### src/rtl/bqc_pkg.sv
// ----------------------------------------------------------------------------
// bqc_pkg
// Shared widths, register and microcode codes, and the control word layout
// for the multichannel biquad cascade.
// ----------------------------------------------------------------------------
package bqc_pkg;

  localparam int SAMPLE_BITS    = 24;
  localparam int COEF_BITS      = 32;
  localparam int COEF_FRAC_BITS = 27;
  localparam int STATE_FRAC     = 14;
  localparam int STATE_BITS     = 48;
  localparam int CHANNELS       = 8;
  localparam int CH_BITS        = 3;
  localparam int CFG_INDEX_BITS = 8;
  localparam int STEP_BITS      = 4;

  localparam int PROD_BITS  = SAMPLE_BITS + COEF_BITS;
  localparam int RND_BITS   = PROD_BITS + 1;
  localparam int TERM_SHIFT = COEF_FRAC_BITS - STATE_FRAC;
  localparam int ACC_BITS   = STATE_BITS + 2;
  localparam int MIX_BITS   = PROD_BITS - COEF_FRAC_BITS + 2;

  localparam logic signed [COEF_BITS-1:0] WET_RESET = COEF_BITS'(64'sd1 << COEF_FRAC_BITS);

  // configuration register indexes
  localparam logic [CFG_INDEX_BITS-1:0] REG_FF0     = CFG_INDEX_BITS'(0);
  localparam logic [CFG_INDEX_BITS-1:0] REG_FF1     = CFG_INDEX_BITS'(1);
  localparam logic [CFG_INDEX_BITS-1:0] REG_FF2     = CFG_INDEX_BITS'(2);
  localparam logic [CFG_INDEX_BITS-1:0] REG_FB1     = CFG_INDEX_BITS'(3);
  localparam logic [CFG_INDEX_BITS-1:0] REG_FB2     = CFG_INDEX_BITS'(4);
  localparam logic [CFG_INDEX_BITS-1:0] REG_WET     = CFG_INDEX_BITS'(5);
  localparam logic [CFG_INDEX_BITS-1:0] REG_DRY     = CFG_INDEX_BITS'(6);
  localparam logic [CFG_INDEX_BITS-1:0] REG_CASCADE = CFG_INDEX_BITS'(7);

  // multiplier operand A select
  localparam logic [1:0] ASEL_SIN = 2'd0;
  localparam logic [1:0] ASEL_Y   = 2'd1;
  localparam logic [1:0] ASEL_X   = 2'd2;

  // multiplier operand B (coefficient) select
  localparam logic [2:0] CSEL_FF0 = 3'd0;
  localparam logic [2:0] CSEL_FF1 = 3'd1;
  localparam logic [2:0] CSEL_FF2 = 3'd2;
  localparam logic [2:0] CSEL_FB1 = 3'd3;
  localparam logic [2:0] CSEL_FB2 = 3'd4;
  localparam logic [2:0] CSEL_WET = 3'd5;
  localparam logic [2:0] CSEL_DRY = 3'd6;

  // accumulator 1 operations
  localparam logic [1:0] A1_NOP     = 2'd0;
  localparam logic [1:0] A1_LOAD_DA = 2'd1;
  localparam logic [1:0] A1_LOAD_DB = 2'd2;
  localparam logic [1:0] A1_SUB     = 2'd3;

  // accumulator 2 operations
  localparam logic [1:0] A2_NOP  = 2'd0;
  localparam logic [1:0] A2_LOAD = 2'd1;
  localparam logic [1:0] A2_SUB  = 2'd2;

  // mix accumulator operations
  localparam logic [1:0] MX_NOP  = 2'd0;
  localparam logic [1:0] MX_LOAD = 2'd1;
  localparam logic [1:0] MX_ADD  = 2'd2;

  // sequencer operations
  localparam logic [1:0] SQ_NEXT = 2'd0;
  localparam logic [1:0] SQ_LOOP = 2'd1;
  localparam logic [1:0] SQ_DONE = 2'd2;

  typedef struct packed {
    logic                 mul_en;
    logic [1:0]           a_sel;
    logic [2:0]           b_sel;
    logic [1:0]           acc1_op;
    logic [1:0]           acc2_op;
    logic                 y_en;
    logic                 save_en;
    logic [1:0]           mix_op;
    logic                 out_en;
    logic [1:0]           seq_op;
    logic [STEP_BITS-1:0] jmp;
  } ctrl_t;

  typedef struct packed {
    logic signed [COEF_BITS-1:0] ff0;
    logic signed [COEF_BITS-1:0] ff1;
    logic signed [COEF_BITS-1:0] ff2;
    logic signed [COEF_BITS-1:0] fb1;
    logic signed [COEF_BITS-1:0] fb2;
    logic signed [COEF_BITS-1:0] wet;
    logic signed [COEF_BITS-1:0] dry;
    logic                        cascade;
  } cfg_t;

endpackage

### src/rtl/bqc_sequencer.sv
// ----------------------------------------------------------------------------
// bqc_sequencer
// Step counter and microcode table; one control word per cycle unless stalled.
// ----------------------------------------------------------------------------
module bqc_sequencer (
  input  logic          clk,
  input  logic          rst,
  input  logic          start,
  input  logic          cascade,
  input  logic          out_free,
  output logic          busy,
  output logic          sec,
  output bqc_pkg::ctrl_t ctrl
);
  import bqc_pkg::*;

  localparam logic [STEP_BITS-1:0] STEP_SECTION = STEP_BITS'(0);

  function automatic ctrl_t ucode(input logic [STEP_BITS-1:0] a);
    ctrl_t w;
    w = '0;
    case (a)
      4'd0: begin
        w.mul_en = 1'b1; w.a_sel = ASEL_SIN; w.b_sel = CSEL_FF0;
      end
      4'd1: begin
        w.mul_en = 1'b1; w.a_sel = ASEL_SIN; w.b_sel = CSEL_FF1;
        w.acc1_op = A1_LOAD_DA;
      end
      4'd2: begin
        w.mul_en = 1'b1; w.a_sel = ASEL_SIN; w.b_sel = CSEL_FF2;
        w.y_en = 1'b1; w.acc1_op = A1_LOAD_DB;
      end
      4'd3: begin
        w.mul_en = 1'b1; w.a_sel = ASEL_Y; w.b_sel = CSEL_FB1;
        w.acc2_op = A2_LOAD;
      end
      4'd4: begin
        w.mul_en = 1'b1; w.a_sel = ASEL_Y; w.b_sel = CSEL_FB2;
        w.acc1_op = A1_SUB;
      end
      4'd5: begin
        w.acc2_op = A2_SUB;
      end
      4'd6: begin
        w.save_en = 1'b1; w.seq_op = SQ_LOOP; w.jmp = STEP_SECTION;
      end
      4'd7: begin
        w.mul_en = 1'b1; w.a_sel = ASEL_X; w.b_sel = CSEL_DRY;
      end
      4'd8: begin
        w.mul_en = 1'b1; w.a_sel = ASEL_Y; w.b_sel = CSEL_WET;
        w.mix_op = MX_LOAD;
      end
      4'd9: begin
        w.mix_op = MX_ADD;
      end
      4'd10: begin
        w.out_en = 1'b1; w.seq_op = SQ_DONE;
      end
      default: begin
        w.seq_op = SQ_DONE;
      end
    endcase
    return w;
  endfunction

  logic [STEP_BITS-1:0] step;
  ctrl_t                word;
  logic                 hold;

  assign word = ucode(step);
  assign hold = busy && (word.seq_op == SQ_DONE) && !out_free;
  assign ctrl = (busy && !hold) ? word : '0;

  always_ff @(posedge clk) begin
    if (rst) begin
      busy <= 1'b0;
      sec  <= 1'b0;
      step <= STEP_SECTION;
    end else if (start) begin
      busy <= 1'b1;
      sec  <= 1'b0;
      step <= STEP_SECTION;
    end else if (busy && !hold) begin
      case (word.seq_op)
        SQ_NEXT: step <= step + STEP_BITS'(1);
        SQ_LOOP: begin
          if (cascade && !sec) begin
            step <= word.jmp;
            sec  <= 1'b1;
          end else begin
            step <= step + STEP_BITS'(1);
          end
        end
        default: busy <= 1'b0;
      endcase
    end
  end

endmodule

### config.mk
export PLATFORM = sky130hd
export DESIGN_NAME = bqc_sequencer
export DESIGN_NICKNAME = d
export VERILOG_FILES = /design/src/rtl/bqc_pkg.sv /design/src/rtl/bqc_sequencer.sv
export SDC_FILE = /design/constraint.sdc
export NUM_CORES = 1
export LEC_CHECK = 0
export BUFFER_PORTS_ARGS = -buffer_cell sky130_fd_sc_hd__buf_4
export CAP_MARGIN = 40
export CORE_MARGIN = 1.5
export CORE_UTILIZATION = 51
export CTS_CLUSTER_DIAMETER = 100
export CTS_CLUSTER_SIZE = 14
export DETAILED_ROUTE_END_ITERATION = 6
export PLACE_DENSITY = 0.83
export SLEW_MARGIN = 20
export SYNTH_ARGS = -nofsm -noshare
export SYNTH_HDL_FRONTEND = slang
export SYNTH_SLANG_ARGS = --single-unit
### constraint.sdc
create_clock -name clk -period 3.6 [get_ports clk]
set_input_delay 0.36 -clock clk [delete_from_list [all_inputs] [get_ports clk]]
set_output_delay 0.36 -clock clk [all_outputs]
set_load 0.05 [all_outputs]
== Word-level counts from Yosys, hierarchy flattened ==
Cells that the tools add are included.
Storage, ports and cells
  register bits after elaboration: 6
  latch bits: 0
  RAM bits: 0
  memory bits (read-only): 0
  input bits: 5
  word-level logic and storage cells: 48
  memories: 0
Cells by class
  add/subtract/negate cells: 1
  multipliers: 0
  divide/modulo/power cells: 0
  order comparisons: 0
  eq/ne operators: 13
  shifts and indexed selects: 0
  mux-type cells: 14
  bitwise logic cells: 0
  reduce and logical (&&, ||, !) cells: 17
Operators with widths (number)
  6-bit case mux with 7 select lines: 1
  21-bit 2-to-1 mux: 1
  4-bit by 3-bit == test with 1-bit output (second input constant): 4
  4-bit == test (second input constant): 3
  2-bit case mux with 2 select lines: 3
  9-bit OR reduction: 1
  4-bit by 2-bit == test with 1-bit output (second input constant): 2
  4-bit case mux with 2 select lines: 1
  1-bit 2-to-1 mux: 6
  2-bit case mux with 3 select lines: 1
  4-bit by 1-bit adder with 4-bit output (second input constant): 1
  4-bit by 1-bit == test with 1-bit output (second input constant): 1
  1-bit logical AND: 4
  4-bit zero test: 1
  4-bit 2-to-1 mux: 1
  2-bit AND reduction: 2
  2-bit nonzero test: 2
  2-bit OR reduction: 2
  1-bit zero test: 3
  3-bit AND reduction: 1
  2-bit by 1-bit == test with 1-bit output (second input constant): 1
  2-bit == test (second input constant): 1
  2-bit zero test: 1
  2-bit by 1-bit inequality test with 1-bit output (second input constant): 1

== Logic depth before layout (Yosys ltp) ==
  word-level depth: 10
  depth in mapped cells: 6

== Worst setup path before layout ==
Ideal clock, no wire load.
  path type: register -> output
  start: register step[0]
  end: output port ctrl[15] (netlist name)
  arrival time: 2.922 ns
  data required time: 3.240 ns
  slack: 0.318 ns
  stages on the path, launching flop included: 7
  path buffers: 1
  path through: dfxtp_1 > inv_1 > ha_1 > clkbuf_1 > o21ba_2 > o221ai_4 > nor4b_1
RTL lines
  start: declaration: RTL line bqc_sequencer.sv:68  | logic [STEP_BITS-1:0] step;
  start signal: assignment: RTL line bqc_sequencer.sv:87  | SQ_NEXT: step <= step + STEP_BITS'(1);
  start signal: assignment: RTL line bqc_sequencer.sv:90  | step <= word.jmp;
  start signal: assignment: RTL line bqc_sequencer.sv:93  | step <= step + STEP_BITS'(1);
  end: declaration: RTL line bqc_sequencer.sv:13  | output bqc_pkg::ctrl_t ctrl

==> impl_metrics.tcl <==
set metrics [dict create \
    antenna_left 0 \
    cp_slowest_cell "or4_1" \
    drt_pass1_iterations 5 \
    routabilityCongestion 0.788 \
    portBuffers 23 \
    pre_cts_ws_ps 1070 \
    finalPower_w 0.000204 \
    initialDrtViolationCount 21 \
    worst-slew-pin-transition_ps 596 \
    end_kind "output port" \
    max_freq_ghz 0.360 \
    yosys.area.top_type "dfxtp_1" \
    crit_path_start_kind "flop" \
    post-route-cell-area_um2 887 \
    period_share_pct 77.2 \
    finalSetupViolations 0 \
    layout.nets 122 \
    cts_setup_buffers 0 \
    fin_ws_ps 820 \
    ir_drop_uv 151 \
    cts_tree "built" \
    antenna_found_initial 0 \
    via_per_inst 5.55 \
    groute.usage.overall_pct 23.0 \
    die_height_um 40.7 \
    path_clk_slew_ps 40 \
    synth_area_per_cell_um2 7.80 \
    vias 699 \
    drive_above_1_share_pct 29.7 \
    insertion_delay_ps 240 \
    cp.required_ps 3240 \
    cts-root-buf "clkbuf_4" \
    wl_per_cell_um 12.9 \
    status "completed" \
    fin_cells 126 \
    setup_tns_ps 0 \
    grt_pass1_wl_um 2480 \
    grt_max_degree 21 \
    synthArstFlopShare_pct 0 \
    grt_overflow 0 \
    hold_path.class "input pin to flop" \
    period_needed_ps 2780 \
    ys_seq_area_share_pct 16.6 \
    drv_cap 0 \
    ys_types 36 \
    ys_warn_count 0 \
    clkSinkCount 6 \
    grt_pass1_vias 599 \
    cts_buffer_depth 2 \
    worstRegToRegCells 5 \
    worstSetupPathType "flop to output port" \
    power_leakage_nw 0.359 \
    dpl-instance-area_um2 865 \
    syn_inst 93 \
    syn_area_um2 726 \
    start_util_pct 55.1 \
    p_per_area_mw_per_mm2 230 \
    netlist_top_cells_area "dfxtp_1 17%, ha_1 6.9%, nor3_1 5.5%" \
    area_delta_synth_final_pct 22.2 \
    maxSlewHeadroom_pct 60.2 \
    cts_hold_buffers 0 \
    dp_hpwl_um 1250 \
    place_inst 123 \
    wirelength_um 1630 \
    htree_num_levels 1 \
    cts_made_buffers 3 \
    io_pins 28 \
    cts_resized 0 \
    final.fill_count 113 \
    antenna-diode-count 0 \
    crit_path_cell_trace "inv_1 > ha_1 > or4_1 > a2111oi_2 > buf_4" \
    synth_top_area_share_pct 16.6 \
    rsz0062_at_grt "false" \
    fin_worst_skew_ps 1.31 \
    coreArea_mm2 0.00132 \
    rows 13 \
    hold_viol_final 0 \
    path_max_fanout 11 \
    drc_errors 0 \
    whs_path_depth 2 \
    synth-main-ff-cell "dfxtp_1" \
    ys_ff_latch 6 \
    finalMaxSlewViolations 0 \
    die-area_mm2 0.00166 \
    cpPeakStageDelay_ps 700 \
    critPathArrivalTime_ps 2420 \
    synth-edff-count 0 \
    die_w_um 40.7 \
]
-- cell usage after synthesis, types with 3 or more instances --
master	n
buf_4	4
nor4b_1	4
clkbuf_1	6
mux2i_1	3
nand2_1	4
nand2b_1	5
nor3_1	8
ha_1	4
nor2_1	10
a21oi_1	4
inv_1	7
dfxtp_1	6
-- report_power, final --
part / switching, W / internal, W
Combinational: 0.0000474 / 0.0000213
Sequential: 0.00000419 / 0.0000687
Clock: 0.0000245 / 0.0000377
-- routing by layer --
metal / wire (µm) / GRT usage [%] / vias up
li1: - / - / 365
met4: 15 / 9.17 / 0
met2: 820 / 38.5 / 28
met5: 0 / 0 / -
met1: 686 / 26.3 / 304
met3: 106 / 8.15 / 2
-- critical path: cells and delay by family (launching register included) --
kind                       cells  cell delay [ps]
buffers and inverters          2              350
adders and majority gates      1              320
DFF                            1              380
AOI/OAI and AO/OA              1              410
and+or+nand+nor                1              700
-- kinds of logic after synthesis --
family	after synthesis	synth area share, %
and+or+nand+nor	43	34.3
buffers and inverters	18	12.4
AOI/OAI and AO/OA	17	23.6
DFF	6	16.6
muxes	4	5.69
adders and majority gates	4	6.90
other	1	0.517
-- cell usage in the layout, fill, tap and decap left out --
| cell | Yosys | final |
|---|---|---|
| a2111oi_2 | 1 | 1 |
| a2111oi_4 | 1 | 1 |
| a21o_1 | 1 | 1 |
| a21oi_1 | 4 | 4 |
| a2bb2oi_2 | 1 | 1 |
| a31oi_1 | 2 | 2 |
| and3_1 | 1 | 1 |
| and4b_1 | 2 | 2 |
| buf_4 | 4 | 23 |
| clkbuf_4 | 0 | 3 |
| conb_1 | 1 | 4 |
| dfxtp_1 | 6 | 6 |
| ha_1 | 4 | 4 |
| inv_1 | 7 | 7 |
| mux2_2 | 1 | 1 |
| mux2i_1 | 3 | 3 |
| nand2_1 | 4 | 4 |
| nand2b_1 | 5 | 5 |
| nand3_1 | 1 | 1 |
| nand3b_1 | 1 | 1 |
| nand4b_1 | 1 | 1 |
| nor2_1 | 10 | 10 |
| nor2b_1 | 2 | 2 |
| nor3_1 | 8 | 8 |
| nor3b_1 | 1 | 1 |
| nor4_1 | 1 | 1 |
| nor4b_1 | 4 | 4 |
| o211ai_1 | 2 | 2 |
| o21ai_0 | 1 | 1 |
| o21ba_2 | 1 | 1 |
| o21bai_1 | 1 | 1 |
| o221ai_4 | 1 | 1 |
| o311a_1 | 1 | 1 |
| or3b_2 | 1 | 1 |
| or4_1 | 1 | 1 |
-- per-stage QoR --
| step | hold WS (ps) | utilization [%] |
|---|---|---|
| floorplan | 437 | - |
| global placement | 493 | 65.6 |
| detailed placement | 514 | 65.6 |
| CTS | 297 | 67.3 |
| global route | 313 | 67.3 |
| finish | 304 | 67.3 |
-- path summary, 6_finish.rpt --
kind | from | endpoint | slack, ps
max | step[0] | ctrl[5] | 820
min | rst | sec | 300
max reg2reg | step[0] | busy | 1470
min reg2reg | step[1] | step[1] | 510
-- state kept, by name (all words and copies together), names as in the netlist --
register	count
busy	1
sec	1
step	4
-- final cells by class --
class	instances	area, µm²	share of cell area [%]
Inverter	7	26.3	2.96
Multi-Input combinational cell	72	527	59.4
Sequential cell	6	120	13.5
Tap cell	15	18.8	2.12
Clock buffer	3	22.5	2.54
Timing Repair Buffer	23	173	19.5
Note: power is estimated with default switching activity, not from simulation.
