**config.mk**
```make
export PLATFORM = sky130hd
export DESIGN_NAME = bqc_regs
export DESIGN_NICKNAME = d
export VERILOG_FILES = /design/src/rtl/bqc_pkg.sv /design/src/rtl/bqc_regs.sv
export SDC_FILE = /design/constraint.sdc
export NUM_CORES = 1
export LEC_CHECK = 0
export ABC_AREA = 1
export BUFFER_PORTS_ARGS = -buffer_cell sky130_fd_sc_hd__buf_2
export CAP_MARGIN = 40
export CORE_AREA = 2 2 167 169
export CTS_BUF_LIST = sky130_fd_sc_hd__clkbuf_2
export DETAILED_ROUTE_END_ITERATION = 8
export DIE_AREA = 0 0 169 171
export HOLD_SLACK_MARGIN = 0.02
export PLACE_DENSITY = 0.65
export SYNTH_ARGS = -nofsm -noshare
export SYNTH_HDL_FRONTEND = slang
export SYNTH_SLANG_ARGS = --single-unit
```
**constraint.sdc**
```tcl
create_clock -name clk -period 1.2 [get_ports clk]
set_input_delay 0.06 -clock clk [delete_from_list [all_inputs] [get_ports clk]]
set_output_delay 0.06 -clock clk [all_outputs]
set_load 0.05 [all_outputs]
```
**src/rtl/bqc_pkg.sv**
```systemverilog
// ----------------------------------------------------------------------------
// bqc_pkg
// Shared widths, register and microcode codes, and the control word layout
// for the multichannel biquad cascade.
// ----------------------------------------------------------------------------
package bqc_pkg;

  localparam int SAMPLE_BITS    = 24;
  localparam int COEF_BITS      = 32;
  localparam int COEF_FRAC_BITS = 27;
  localparam int STATE_FRAC     = 14;
  localparam int STATE_BITS     = 48;
  localparam int CHANNELS       = 8;
  localparam int CH_BITS        = 3;
  localparam int CFG_INDEX_BITS = 8;
  localparam int STEP_BITS      = 4;

  localparam int PROD_BITS  = SAMPLE_BITS + COEF_BITS;
  localparam int RND_BITS   = PROD_BITS + 1;
  localparam int TERM_SHIFT = COEF_FRAC_BITS - STATE_FRAC;
  localparam int ACC_BITS   = STATE_BITS + 2;
  localparam int MIX_BITS   = PROD_BITS - COEF_FRAC_BITS + 2;

  localparam logic signed [COEF_BITS-1:0] WET_RESET = COEF_BITS'(64'sd1 << COEF_FRAC_BITS);

  // configuration register indexes
  localparam logic [CFG_INDEX_BITS-1:0] REG_FF0     = CFG_INDEX_BITS'(0);
  localparam logic [CFG_INDEX_BITS-1:0] REG_FF1     = CFG_INDEX_BITS'(1);
  localparam logic [CFG_INDEX_BITS-1:0] REG_FF2     = CFG_INDEX_BITS'(2);
  localparam logic [CFG_INDEX_BITS-1:0] REG_FB1     = CFG_INDEX_BITS'(3);
  localparam logic [CFG_INDEX_BITS-1:0] REG_FB2     = CFG_INDEX_BITS'(4);
  localparam logic [CFG_INDEX_BITS-1:0] REG_WET     = CFG_INDEX_BITS'(5);
  localparam logic [CFG_INDEX_BITS-1:0] REG_DRY     = CFG_INDEX_BITS'(6);
  localparam logic [CFG_INDEX_BITS-1:0] REG_CASCADE = CFG_INDEX_BITS'(7);

  // multiplier operand A select
  localparam logic [1:0] ASEL_SIN = 2'd0;
  localparam logic [1:0] ASEL_Y   = 2'd1;
  localparam logic [1:0] ASEL_X   = 2'd2;

  // multiplier operand B (coefficient) select
  localparam logic [2:0] CSEL_FF0 = 3'd0;
  localparam logic [2:0] CSEL_FF1 = 3'd1;
  localparam logic [2:0] CSEL_FF2 = 3'd2;
  localparam logic [2:0] CSEL_FB1 = 3'd3;
  localparam logic [2:0] CSEL_FB2 = 3'd4;
  localparam logic [2:0] CSEL_WET = 3'd5;
  localparam logic [2:0] CSEL_DRY = 3'd6;

  // accumulator 1 operations
  localparam logic [1:0] A1_NOP     = 2'd0;
  localparam logic [1:0] A1_LOAD_DA = 2'd1;
  localparam logic [1:0] A1_LOAD_DB = 2'd2;
  localparam logic [1:0] A1_SUB     = 2'd3;

  // accumulator 2 operations
  localparam logic [1:0] A2_NOP  = 2'd0;
  localparam logic [1:0] A2_LOAD = 2'd1;
  localparam logic [1:0] A2_SUB  = 2'd2;

  // mix accumulator operations
  localparam logic [1:0] MX_NOP  = 2'd0;
  localparam logic [1:0] MX_LOAD = 2'd1;
  localparam logic [1:0] MX_ADD  = 2'd2;

  // sequencer operations
  localparam logic [1:0] SQ_NEXT = 2'd0;
  localparam logic [1:0] SQ_LOOP = 2'd1;
  localparam logic [1:0] SQ_DONE = 2'd2;

  typedef struct packed {
    logic                 mul_en;
    logic [1:0]           a_sel;
    logic [2:0]           b_sel;
    logic [1:0]           acc1_op;
    logic [1:0]           acc2_op;
    logic                 y_en;
    logic                 save_en;
    logic [1:0]           mix_op;
    logic                 out_en;
    logic [1:0]           seq_op;
    logic [STEP_BITS-1:0] jmp;
  } ctrl_t;

  typedef struct packed {
    logic signed [COEF_BITS-1:0] ff0;
    logic signed [COEF_BITS-1:0] ff1;
    logic signed [COEF_BITS-1:0] ff2;
    logic signed [COEF_BITS-1:0] fb1;
    logic signed [COEF_BITS-1:0] fb2;
    logic signed [COEF_BITS-1:0] wet;
    logic signed [COEF_BITS-1:0] dry;
    logic                        cascade;
  } cfg_t;

endpackage

```
**src/rtl/bqc_regs.sv**
```systemverilog
// ----------------------------------------------------------------------------
// bqc_regs
// Configuration register bank: coefficients, gains and cascade select.
// ----------------------------------------------------------------------------
module bqc_regs (
  input  logic                               clk,
  input  logic                               rst,
  input  logic                               cfg_valid,
  output logic                               cfg_ready,
  input  logic [bqc_pkg::CFG_INDEX_BITS-1:0] cfg_index,
  input  logic [bqc_pkg::COEF_BITS-1:0]      cfg_data,
  output bqc_pkg::cfg_t                      cfg
);
  import bqc_pkg::*;

  assign cfg_ready = !rst;

  always_ff @(posedge clk) begin
    if (rst) begin
      cfg.ff0     <= '0;
      cfg.ff1     <= '0;
      cfg.ff2     <= '0;
      cfg.fb1     <= '0;
      cfg.fb2     <= '0;
      cfg.wet     <= WET_RESET;
      cfg.dry     <= '0;
      cfg.cascade <= 1'b0;
    end else if (cfg_valid) begin
      case (cfg_index)
        REG_FF0:     cfg.ff0     <= cfg_data;
        REG_FF1:     cfg.ff1     <= cfg_data;
        REG_FF2:     cfg.ff2     <= cfg_data;
        REG_FB1:     cfg.fb1     <= cfg_data;
        REG_FB2:     cfg.fb2     <= cfg_data;
        REG_WET:     cfg.wet     <= cfg_data;
        REG_DRY:     cfg.dry     <= cfg_data;
        REG_CASCADE: cfg.cascade <= cfg_data[0];
        default: begin
        end
      endcase
    end
  end

endmodule

```
# Yosys cells after proc, flatten, opt, wreduce, memory -nomap -nowiden
# Cells that the tools add are included.
word_totals:
  register_bits: 225
  latch_bits: 0
  ramBits: 0
  rom_bits: 0
  input_bits: 43
  output_inout_bits: 226
  word_cells: 25
  mem_count: 0
op_classes:
  add_sub_neg: 0
  mul: 0
  n_div: 0
  magnitude_cmp: 0
  eq_ne: 7
  n_shift: 0
  mux: 0
  bitwise: 0
  n_reduce_logical: 10
ops:
  columns: ["cell", "count"]
  rows:
  - ["== test 8 x 3 -> 1 bit, second input constant", 4]
  - ["== test 8 x 2 -> 1 bit, second input constant", 2]
  - ["AND reduction 2 bit", 8]
  - ["== test 8 x 1 -> 1 bit, second input constant", 1]
  - ["zero test 8 bit", 1]
  - ["zero test 1 bit", 1]

# Logic depth before layout (Yosys ltp)
# Gate-level depths: netlist (run 1).
logic_depth:
  ltp_word: 2
  mapped_depth: 8
  depth_no_buf: 6

# Worst setup path before layout (run 1)
# No wires, ideal clock.
synth_timing:
  path_type: "in2reg"
  start: "input rst"
  end: "register cfg[60] (netlist bit)"
  setup_time_ns: 0.160
  arrival_time_ns: 0.910
  required_ns: 1.040
  path_slack_ns: 0.130
  path_stages: 3
  path_buffers: 1
  path_cell_list: "inv_2 clkbuf_1 nand3_1"
synth_lines:
  columns: ["item", "line", "text"]
  rows:
  - ["start, declared", "bqc_regs.sv:7", "input logic rst,"]
  - ["end, declared", "bqc_regs.sv:12", "output bqc_pkg::cfg_t cfg"]
# No word-level cell between the ends.

# Final worst setup path (run 1)
layout_timing:
  start: "register cfg[130] (netlist bit)"
  end: "output cfg[130] (netlist bit)"
# No word-level cell between the ends.

==> out/summary.md, run 1 <==
The layer carrying the most global-route usage is met2. The run gives 48.2% as the part of the Yosys area used for sequential elements. The post-synthesis area per instance works out to 7.21 um2. The minimum clock period after layout works out to 1.45 ns. The run gives 3 as the maximum clock insertion buffer count. The endpoint identified for the worst register-to-register timing path is cfg[158]. The tools report the total number of clock tree sinks as 225. End point of the worst hold path: cfg[195]. The most area-hungry cell type in the Yosys netlist is dfxtp_1.

The per-cell routed wire length came out at 19.8 um. TritonCTS built the clock tree. The min-delay analysis places its worst path in the category in -> reg. In the global route stage, overall resource usage came out at 27.1%. The run gives 32.3% as the met1 routing resource usage after global routing. For the minimum setup slack in the final design, the log shows -0.251 ns. Number of cells after detailed placement: 1884. After legalization and detailed placement, the total HPWL measured 22.8 mm. The worst slew slack as a fraction of its limit was 38.9%; the number of detailed-routing iterations run before antenna repair was 8. The finished layout holds 2175 standard cells, fillers aside.

The number of warning messages in the yosys log was 0. The number of nets handed over by synthesis was 1339. The H-tree was split into 2 levels. The signal on the critical path passes through buf_8.

From bottom edge to top edge, the die measures 171 um. The fraction of layout cells with a size suffix above 1 works out to 39.3%. The tools report the post-route DRC violation count as 0. The most used flip-flop cell after synthesis is dfxtp_1. For this design the static power due to leakage is 0.00739 uW.

The clock-pin slew reported for the worst setup and hold paths after clock tree synthesis is 0.12 ns. The most common cell in the synthesized netlist is nor2_1. Among cell families on the critical path, the largest total delay comes from flip-flops.

The core region is 27300 um2. Filler cell count in the final layout: 2166. The clock latency of the later-clocked register in the worst-skew pair was 0.84 ns; the largest fanout of any net on the critical path was 2. The register with the most flip-flops in the layout has 225 of them.

The worst hold path begins at cfg_index[1]. The first global-routing pass estimated 60.3 mm of wire. The worst setup path is captured at a primary output. The netlist area before placement was 9340 um2. Starting density of the core: 34.2%. The multi-input combinational cells in the finished layout cover a total of 4030 um2. The worst setup path is of the reg -> out kind. Summing over every cut layer, the via total after detailed routing is 11500. The register bit count reported by yosys came out at 225. The tools report the total area of sequential cells as 4820 um2. The worst register-to-register path has a depth of 3.

By area the synthesized netlist is led by dfxtp_1 (48%), nand3_1 (12%), a21oi_1 (12%). The tools report the number of global-route vias before repair as 10700. The die width came out at 169 um. In the final layout, the registers with the most flip-flops are cfg x225.

The worst-margin pin slew works out to 0.913 ns. The final routed wirelength across all metal layers came out at 43.1 mm. Setup violations remaining at the end of the flow were counted as 295. In this run the power density over the cells is 864 nW/um2. The number of antenna violations at the first check in global routing was 2.

The run finished, with violations left. The slowest stage of the critical path is the dfxtp_2 cell. The checks that failed: hold timing, setup timing. 269 I/O pins were placed. Max-cap violations in this run came to 0. The count of nets left with antenna violations once routing finished came out at 0. The first routing iteration left 1023 violations.

The count of buffer and inverter cells on the critical path is 1. Global routing used 6.06% of the available met3 tracks. Area added between synthesis and finish: 77.7%.

Timing would allow up to 0.689 GHz. Setup slack on the worst reg-to-reg path comes out at 0.04 ns. Worst path required time: 1.14 ns.

The tools report the total count of max-transition violations in the final report as 0. In this design, the stage delay of the slowest critical-path cell is 0.38 ns. The worst hold path was traced through 6 stages. Data on the critical path arrives at its endpoint at 1.39 ns. The tools report the post-route standard cell area excluding fillers as 16600 um2. The number of flops mapped to enable cells by yosys was 0. The run gives 13 as the unique cell type count in the Yosys netlist.

In the final design database the tool counted 1836 nets. STA classifies the critical path startpoint as a flip-flop. For this run, global-route usage on met2 was measured as 44.8%.

The run gives 0.745 mV as the peak ir drop on the vdd network. In the final timing run, aggregate negative setup slack is -53.60 ns. The die covers 28900 um2. Counting instances in the post-synthesis netlist gives the leading cell types as nor2_1 (229), nand2_1 (228), nand3_1 (228).

The number of clock buffers added by TritonCTS is 58. The area share of the largest cell type after synthesis is 48.2%, and the via-per-instance ratio is 5.29. The run gives 1296 as the post-synthesis cell count.

Buffers placed on the I/O ports in this run total 268. The floorplan has 61 rows. The tools report the final count of hold timing violations as 1. The sum of overflow across all layers after global routing is 0, and the async set or reset register ratio after synthesis is 0%.

The run gives -0.000509 ns as the post-route worst hold slack. For the post-route clock skew, the log shows 0 ns. For the routability congestion estimate, the log shows 0.834. Setup repair after global routing could not meet its margin everywhere. Register name with the most flops: cfg.

Of the available clock period, the critical path in the final layout requires 121%. The root buffer cell is clkbuf_2. The maximum number of pins on one net before global-route repair came out at 69.

The tools report the startpoint of the lowest-slack register-to-register path as cfg[158]. After detailed placement, the total cell area comes to 11600 um2.
## layer usage
| metal | vias to the layer above | share of wire, % |
|---|---|---|
| li1 | 5267 | - |
| met1 | 5379 | 37 |
| met2 | 676 | 48 |
| met3 | 182 | 8.9 |
| met4 | 0 | 6.4 |
| met5 | - | 0 |
## cell families (layout without fill, tap and decap cells)
group           count (synthesis)  in the layout  synth area share [%]
compound gates                224            224                  12.0
buf+inv                       160            691                  8.97
flops                         225            225                  48.2
other cells                     0              2                     0
simple gates                  687            687                  30.8
## power breakdown
group | switching (uW) | internal [uW]
clock network | 3220 | 1900
registers | 17.7 | 7440
logic | 1060 | 704
## layout by cell type (no fill, tap or decap), drive strengths merged
master | netlist | layout
a21oi | 224 | 224
buf | 107 | 390
clkbuf | 15 | 92
clkinv | 0 | 5
dfxtp | 225 | 225
diode | 0 | 2
dlygate4sd3 | 0 | 154
dlymetal6s4s | 0 | 11
inv | 38 | 39
nand2 | 228 | 228
nand3 | 228 | 228
nor2 | 231 | 231
## how the worst max path moves through the flow
stage                       startpoint        to  slack [ns]  depth (start not counted)
after global placement    cfg_index[4]  cfg[137]       -0.09                          9
after global routing          cfg[157]  cfg[157]       -0.33                          1
after CTS                      cfg[69]   cfg[69]       -0.32                          1
after floorplan                    rst   cfg[60]        0.13                          3
after detailed placement  cfg_index[7]   cfg[52]       -0.11                          9
final                         cfg[130]  cfg[130]       -0.25                          1
## stage by stage
stage / utilization [%] / power [uW] / setup slack (ns)
finish: 60.7 / 14300 / -0.251
global route: 60.7 / 14900 / -0.331
CTS: 57.6 / 14200 / -0.317
detailed placement: 42.5 / 9010 / -0.111
global placement: 42.5 / 9000 / -0.0885
floorplan: - / 8360 / 0.130
## final cells by class
type	instances	share of cell area [%]
antenna	2	0.0302
clock buffer	88	2.65
clock inverter	6	0.143
inverter	38	0.905
multi-input combinational	911	24.3
sequential	225	29.0
tap	346	2.61
timing repair buffer	559	40.3
## repair_timing
| action | in CTS | in global routing |
|---|---|---|
| setup buffers | 4 | 21 |
| hold buffers | 130 | 49 |
| cloned | 0 | 2 |
| hold endpoints to repair | 225 | 166 |
| resized for setup | 844 | 77 |
| setup endpoints to repair | 225 | 342 |
Power figures use the tool's default switching activity.
==> run 2, diff against run 1 <==
--- a/config.mk
+++ b/config.mk
@@ -9,11 +9,12 @@
 export BUFFER_PORTS_ARGS = -buffer_cell sky130_fd_sc_hd__buf_2
 export CAP_MARGIN = 40
 export CORE_AREA = 2 2 167 169
-export CTS_BUF_LIST = sky130_fd_sc_hd__clkbuf_2
+export CTS_BUF_LIST = sky130_fd_sc_hd__clkbuf_8
 export DETAILED_ROUTE_END_ITERATION = 8
 export DIE_AREA = 0 0 169 171
 export HOLD_SLACK_MARGIN = 0.02
 export PLACE_DENSITY = 0.65
+export RECOVER_POWER = 50
 export SYNTH_ARGS = -nofsm -noshare
 export SYNTH_HDL_FRONTEND = slang
 export SYNTH_SLANG_ARGS = --single-unit
==> run 2 against run 1 <==
The flow now finishes without violations. Non-clock buffer count decreased by 186. Final cell count decreased by 9.8%. Via count decreased by 15%. Sequential cell count unchanged.
==> out/summary.md, run 2 (synthesis gave the netlist of run 1 again) <==
The tools report the sum of overflow across all layers after global routing as 0 (unchanged). The I/O pin total is 269 (unchanged), and the leakage power summed over all cells is 0.00588 uW (was 0.00739 uW). The tools report the HPWL after detailed placement as 22.8 mm (unchanged). The full die area is 28900 um2 (unchanged).

The clock-pin slew reported for the worst setup and hold paths after clock tree synthesis was 0.06 ns (was 0.12 ns); the pre-CTS worst setup slack was -0.111 ns (unchanged). The peak ir drop on the vdd network came out at 0.731 mV (was 0.745 mV). The tools report the final setup violation count as 0 (was 295).

The logs give 12100 uW (was 10000 uW) for the internal portion of total power and 3 (unchanged) for the maximum clock insertion buffer count. The run gives 1632 (was 1836) as the final net count. Clock group share of total power: 45.5% (was 35.7%). Total count of max-transition violations in the final report: 0 (unchanged).

Maximum number of pins on one net before global-route repair: 69 (unchanged). Root buffer cell: clkbuf_8 (was clkbuf_2). The clock latency of the later-clocked register in the worst-skew pair is 0.53 ns (was 0.84 ns), and the number of rows in the core area is 61 (unchanged). The total power density per cell area works out to 1240 nW/um2 (was 864 nW/um2).

The run gives 846 (was 1023) as the number of DRC markers in iteration 0. The die width was 169 um (unchanged); the total CTS buffers was 40 (was 58). The run finished with clean final reports. The top achievable clock speed was 0.856 GHz (was 0.689 GHz).

Most used cells in the layout excluding fill and tap cells: nand3_1 (228), nor2_1 (228), nand2_1 (228) (was nand3_1 (228), nand2_1 (228), nor2_1 (226)). The largest fanout of any net on the critical path is 2 (unchanged), and the area inside the core boundary is 27300 um2 (unchanged). Cell with the biggest individual delay on the critical path: dfxtp_1 (was dfxtp_2). The via-per-instance ratio came out at 4.98 (was 5.29).

The number of antenna violations at the first check in global routing is 0 (was 2). Area added between synthesis and finish: 40.6% (was 77.7%). For the post-route DRC violation count, the log shows 0 (unchanged).

For the total number of clock tree sinks, the log shows 225 (unchanged). The logs give 5 (was 8) for the number of detailed-routing iterations run before antenna repair and 0 (unchanged) for the max-capacitance violation count. The register name with the most flops was cfg (unchanged). The number of global-route vias before repair was 8535 (was 10700); the biggest cell delay along the critical path was 0.39 ns (was 0.38 ns). For the routability congestion estimate, the log shows 0.834 (unchanged).

The number of flip-flops under the largest register name was 225 (unchanged); the fraction of layout cells with a size suffix above 1 was 26.7% (was 39.3%). The tools report the worst slew slack as a fraction of its limit as 63.3% (was 38.9%). The switching part of the total power was 25.4% (was 30.0%). Regs by FF count: cfg x225 (unchanged).

The minimum clock period after layout works out to 1.17 ns (was 1.45 ns). The minimum setup slack in the final design came out at 0.0313 ns (was -0.251 ns). The setup slack of the most critical reg-to-reg path came out at 0.56 ns (was 0.04 ns). TritonCTS built the clock tree.

Dominant delay contributor by cell family on the critical path: flip-flops (unchanged). The sequential fraction of design power is 46.1% (was 52.0%), and the final count of hold timing violations is 0 (was 1). The worst min-delay path category was in -> reg (unchanged). Kind of start point of the critical path: a flip-flop (unchanged).

Starting density of the core: 34.2% (unchanged). The overall routing resource usage is 22.7% (was 27.1%), and the worst path required time is 1.14 ns (about the same). For the via count of the routed design, the log shows 9764 (was 11500). The power share of the combinational group is 8.4% (was 12.3%). For the post-route clock skew, the log shows 0 ns (unchanged). Category of the critical setup timing path: reg -> out (unchanged). The number of antenna repair diodes was 0 (was 2). The worst-margin pin slew works out to 0.550 ns (was 0.913 ns). The CTS H-tree depth came out at 2 (unchanged). Worst-path cell chain: buf_6 (was buf_8).

Count of port buffers added during placement: 268 (unchanged). Data arrival time of the worst path: 1.11 ns (was 1.39 ns). The type of element capturing the critical path was a primary output (unchanged). The share of the cycle needed by the critical path after routing came out at 97.4% (was 121%). The die height was 171 um (unchanged). The switching power is 4130 uW (was 4290 uW), and the first-pass GRT wire length is 50.0 mm (was 60.3 mm). The tools report the utilization after layout as 48.1% (was 60.7%). The tools report the post-detailed-route count of antenna-violating nets as 0 (unchanged). The per-cell routed wire length is 17.5 um (was 19.8 um).

The final routed wirelength across all metal layers came out at 34.3 mm (was 43.1 mm). The count of buffer and inverter cells on the critical path is 1 (unchanged).
run 2: final timing paths:
path / startpoint / end / depth (start not counted)
worst min-delay path: rst / cfg[160] / 5
worst max-delay path: cfg[169] / cfg[169] / 1
worst min register to register: cfg[177] / cfg[177] / 2
worst max register to register: cfg[169] / cfg[169] / 2
run 2: power groups by stage:
stage / Clock, uW / Sequential [uW] / Combinational [uW]
floorplan: 0 / 7720 / 639
global placement: 0 / 7660 / 1340
detailed placement: 0 / 7660 / 1340
CTS: 7560 / 7500 / 1380
global route: 7890 / 7500 / 1480
finish: 7400 / 7500 / 1370
run 2: metrics by stage:
step	hold WS [ns]	power, uW	instance area (um2)	cells	TNS (ns)
after global routing	0.0516	16900	13100	1961	-0.0114
after global placement	0.330	9000	11600	1884	-5.91
after detailed placement	0.339	9010	11600	1884	-10.21
after floorplan	0.214	8360	9340	1296	0
final	0.0496	16300	13100	1961	0
after CTS	0.0263	16400	13200	1961	0
run 2: per-layer routing:
| metal | up-vias | track usage (%) | wire length [um] |
|---|---|---|---|
| met1 | 4512 | 30.3 | 14500 |
| met5 | - | 0 | 0 |
| li1 | 4826 | - | - |
| met4 | 0 | 9.03 | 1210 |
| met2 | 364 | 35.8 | 16100 |
| met3 | 62 | 4.77 | 2390 |
run 2: final cells by class:
class | instances | area, um2
clock inverter | 14 | 90.1
tap | 346 | 433
clock buffer | 54 | 743
timing repair buffer | 373 | 3190
inverter | 38 | 148
sequential | 225 | 4520
multi-input combinational | 911 | 4010
fill | 2721 | 14200
run 2: what timing repair did:
item,CTS,global route
buffers inserted,0,0
gates resized for setup,247,50
endpoints found under the setup margin,223,47
hold buffers,9,0
hold endpoints to repair,19,0
==> run 3, diff against run 2 <==
--- a/config.mk
+++ b/config.mk
@@ -15,6 +15,7 @@
 export HOLD_SLACK_MARGIN = 0.02
 export PLACE_DENSITY = 0.65
 export RECOVER_POWER = 50
+export REMOVE_ABC_BUFFERS = 1
 export SYNTH_ARGS = -nofsm -noshare
 export SYNTH_HDL_FRONTEND = slang
 export SYNTH_SLANG_ARGS = --single-unit
==> run 3 against run 2 <==
Die area unchanged. Clock skew did not move. Worst hold slack got worse by 0.0041 ns. Final area down 2.4%. Wire length is 17% lower. Power decreased by 2.7%. Clock-buffer cell count decreased by 1. Final cell count decreased by 0.25%. Worst setup slack gained 0.0018 ns. Critical path type unchanged. Largest power group unchanged.
==> out/summary.md, run 3 (synthesis gave the netlist of run 1 again) <==
The top achievable clock speed was 0.857 GHz (was 0.856 GHz). The tools report the total count of max-transition violations in the final report as 0 (unchanged). Routability congestion estimate: 0.780 (was 0.834).

The worst slew slack as a fraction of its limit is 60.7% (was 63.3%). The run gives 18.1 mm (was 22.8 mm) as the HPWL after detailed placement. Most used cells in the layout excluding fill and tap cells: nand3_1 (228), nor2_1 (228), nand2_1 (228) (unchanged).

The CTS H-tree depth was 2 (unchanged); the starting density of the core was 34.2% (unchanged). The register name with the most flops is cfg (unchanged). TritonCTS built the clock tree. Post-detailed-route count of antenna-violating nets: 0 (unchanged). The number of flip-flops under the largest register name was 225 (unchanged); the number of antenna violations at the first check in global routing was 2 (was 0). The sum of overflow across all layers after global routing is 0 (unchanged). The tools report the I/O pin total as 269 (unchanged).

The total CTS buffers was 40 (unchanged). For the peak ir drop on the vdd network, the log shows 0.811 mV (was 0.731 mV). The max-capacitance violation count was 0 (unchanged); the area added between synthesis and finish was 37.2% (was 40.6%).

Regs by FF count: cfg x225 (unchanged). The tools report the number of DRC markers in iteration 0 as 552 (was 846). The root buffer cell was clkbuf_8 (unchanged). The total power density per cell area is 1240 nW/um2 (about the same), and the first-pass GRT wire length is 44.5 mm (was 50.0 mm). The dominant delay contributor by cell family on the critical path was flip-flops (unchanged). The cell with the biggest individual delay on the critical path was dfxtp_1 (unchanged). The tools report the post-route DRC violation count as 0 (unchanged).

Largest fanout of any net on the critical path: 2 (unchanged). The maximum number of pins on one net before global-route repair was 74 (was 69); the count of buffer and inverter cells on the critical path was 1 (unchanged). The final routed wirelength across all metal layers is 28.3 mm (was 34.3 mm), and the final setup violation count is 0 (unchanged). The total number of clock tree sinks was 225 (unchanged). The count of port buffers added during placement was 268 (unchanged); the cell depth of the worst min-delay path was 5 (unchanged).

The depth of the worst register-to-register path was 2 (unchanged); the total chip power was 15800 uW (was 16300 uW). The overall routing resource usage is 18.7% (was 22.7%), and the fraction of layout cells with a size suffix above 1 is 23.2% (was 26.7%). The final sum of negative setup slack is 0 ns (unchanged), and the total setup buffers inserted after CTS is 0 (unchanged).

The biggest cell delay along the critical path came out at 0.38 ns (was 0.39 ns). The full die area was 28900 um2 (unchanged). The flow ran to the end, and the final reports show no timing, DRC or antenna violations. Data arrival time of the worst path: 1.11 ns (about the same). The tools report the post-route worst hold slack as 0.0455 ns (was 0.0496 ns). The worst-margin pin slew was 0.592 ns (was 0.550 ns).

The type of element capturing the critical path was a primary output (unchanged). The die height is 171 um (unchanged). The via-per-instance ratio was 4.92 (was 4.98). The number of rows in the core area came out at 61 (unchanged). Setup repair after global routing left no endpoint under its margin.

Worst-path cell chain: buf_4 (was buf_6). The die width is 169 um (unchanged). The number of detailed-routing iterations run before antenna repair is 5 (unchanged), and the instance area at placement is 11300 um2 (was 11600 um2). The worst path required time is 1.14 ns (about the same). The category of the critical setup timing path is reg -> out (unchanged).

The minimum clock period after layout is 1.17 ns (about the same), and the number of cells on the critical path is 1 (unchanged). The post-route clock skew is 0 ns (unchanged), and the leakage power summed over all cells is 0.00571 uW (was 0.00588 uW). The per-cell routed wire length came out at 14.5 um (was 17.5 um).

The number of global-route vias before repair was 8586 (was 8535); the clock-pin slew reported for the worst setup and hold paths after clock tree synthesis was 0.06 ns (about the same). The run gives 27300 um2 (unchanged) as the area inside the core boundary. The final count of hold timing violations was 0 (unchanged); the share of the cycle needed by the critical path after routing was 97.2% (was 97.4%). The logs give 12800 um2 (was 13100 um2) for the post-route standard cell area excluding fillers and 3 (unchanged) for the maximum clock insertion buffer count. The worst min-delay path category was in -> reg (unchanged).

The final net count came out at 1630 (was 1632). The kind of start point of the critical path was a flip-flop (unchanged). For the via count of the routed design, the log shows 9626 (was 9764). For the clock latency of the later-clocked register in the worst-skew pair, the log shows 0.50 ns (was 0.53 ns).
run 3: cell count changes in the layout (fill, tap and decap cells not counted), sizes merged, moves of 2 or more:
cell | previous run | this run
buf | 339 | 279
clkbuf | 79 | 112
diode | 0 | 2
clkinv | 3 | 0
dlygate4sd3 | 9 | 33
clkinvlp | 2 | 0
run 3: final timing paths:
kind / endpoint / slack [ns] / from
hold / removal: cfg[129] / 0.05 / cfg_data[0]
hold reg to reg: cfg[60] / 0.46 / cfg[60]
setup reg to reg: cfg[92] / 0.55 / cfg[92]
setup / recovery: cfg[33] / 0.03 / cfg[33]
run 3: layout make-up:
cell class | instances | area, um2
Antenna cell | 2 | 5.00
Clock buffer | 53 | 729
Clock inverter | 10 | 63.8
Fill cell | 2662 | 14500
Inverter | 38 | 148
Multi-Input combinational cell | 911 | 4010
Sequential cell | 225 | 4510
Tap cell | 346 | 433
Timing Repair Buffer | 371 | 2930
run 3: metal layers:
layer / vias to the layer above / part of all wire [%] / track usage [%]
met2: 315 / 46 / 30.2
met1: 4418 / 45 / 24.1
met5: - / 0 / 0
li1: 4829 / - / -
met4: 0 / 3.0 / 7.32
met3: 64 / 6.7 / 4.44
run 3: per-stage QoR:
| stage | worst slack (ns) | cells | util [%] |
|---|---|---|---|
| floorplan | -3.33 | 1174 | - |
| global placement | -0.0660 | 1858 | 41.4 |
| CTS | 0.0000965 | 1954 | 47.4 |
| detailed placement | -0.105 | 1858 | 41.4 |
| finish | 0.0332 | 1956 | 46.9 |
| global route | 0.0000422 | 1956 | 46.9 |
run 3: power breakdown:
part / switching (uW) / internal [uW]
Sequential: 10.6 / 7490
Combinational: 778 / 393
Clock: 3070 / 4100
run 3: what timing repair did:
action / CTS / global route
resized for setup: 206 / 30
endpoints found under the setup margin: 203 / 30
hold buffers: 33 / 0
endpoints found under the hold margin: 221 / 0
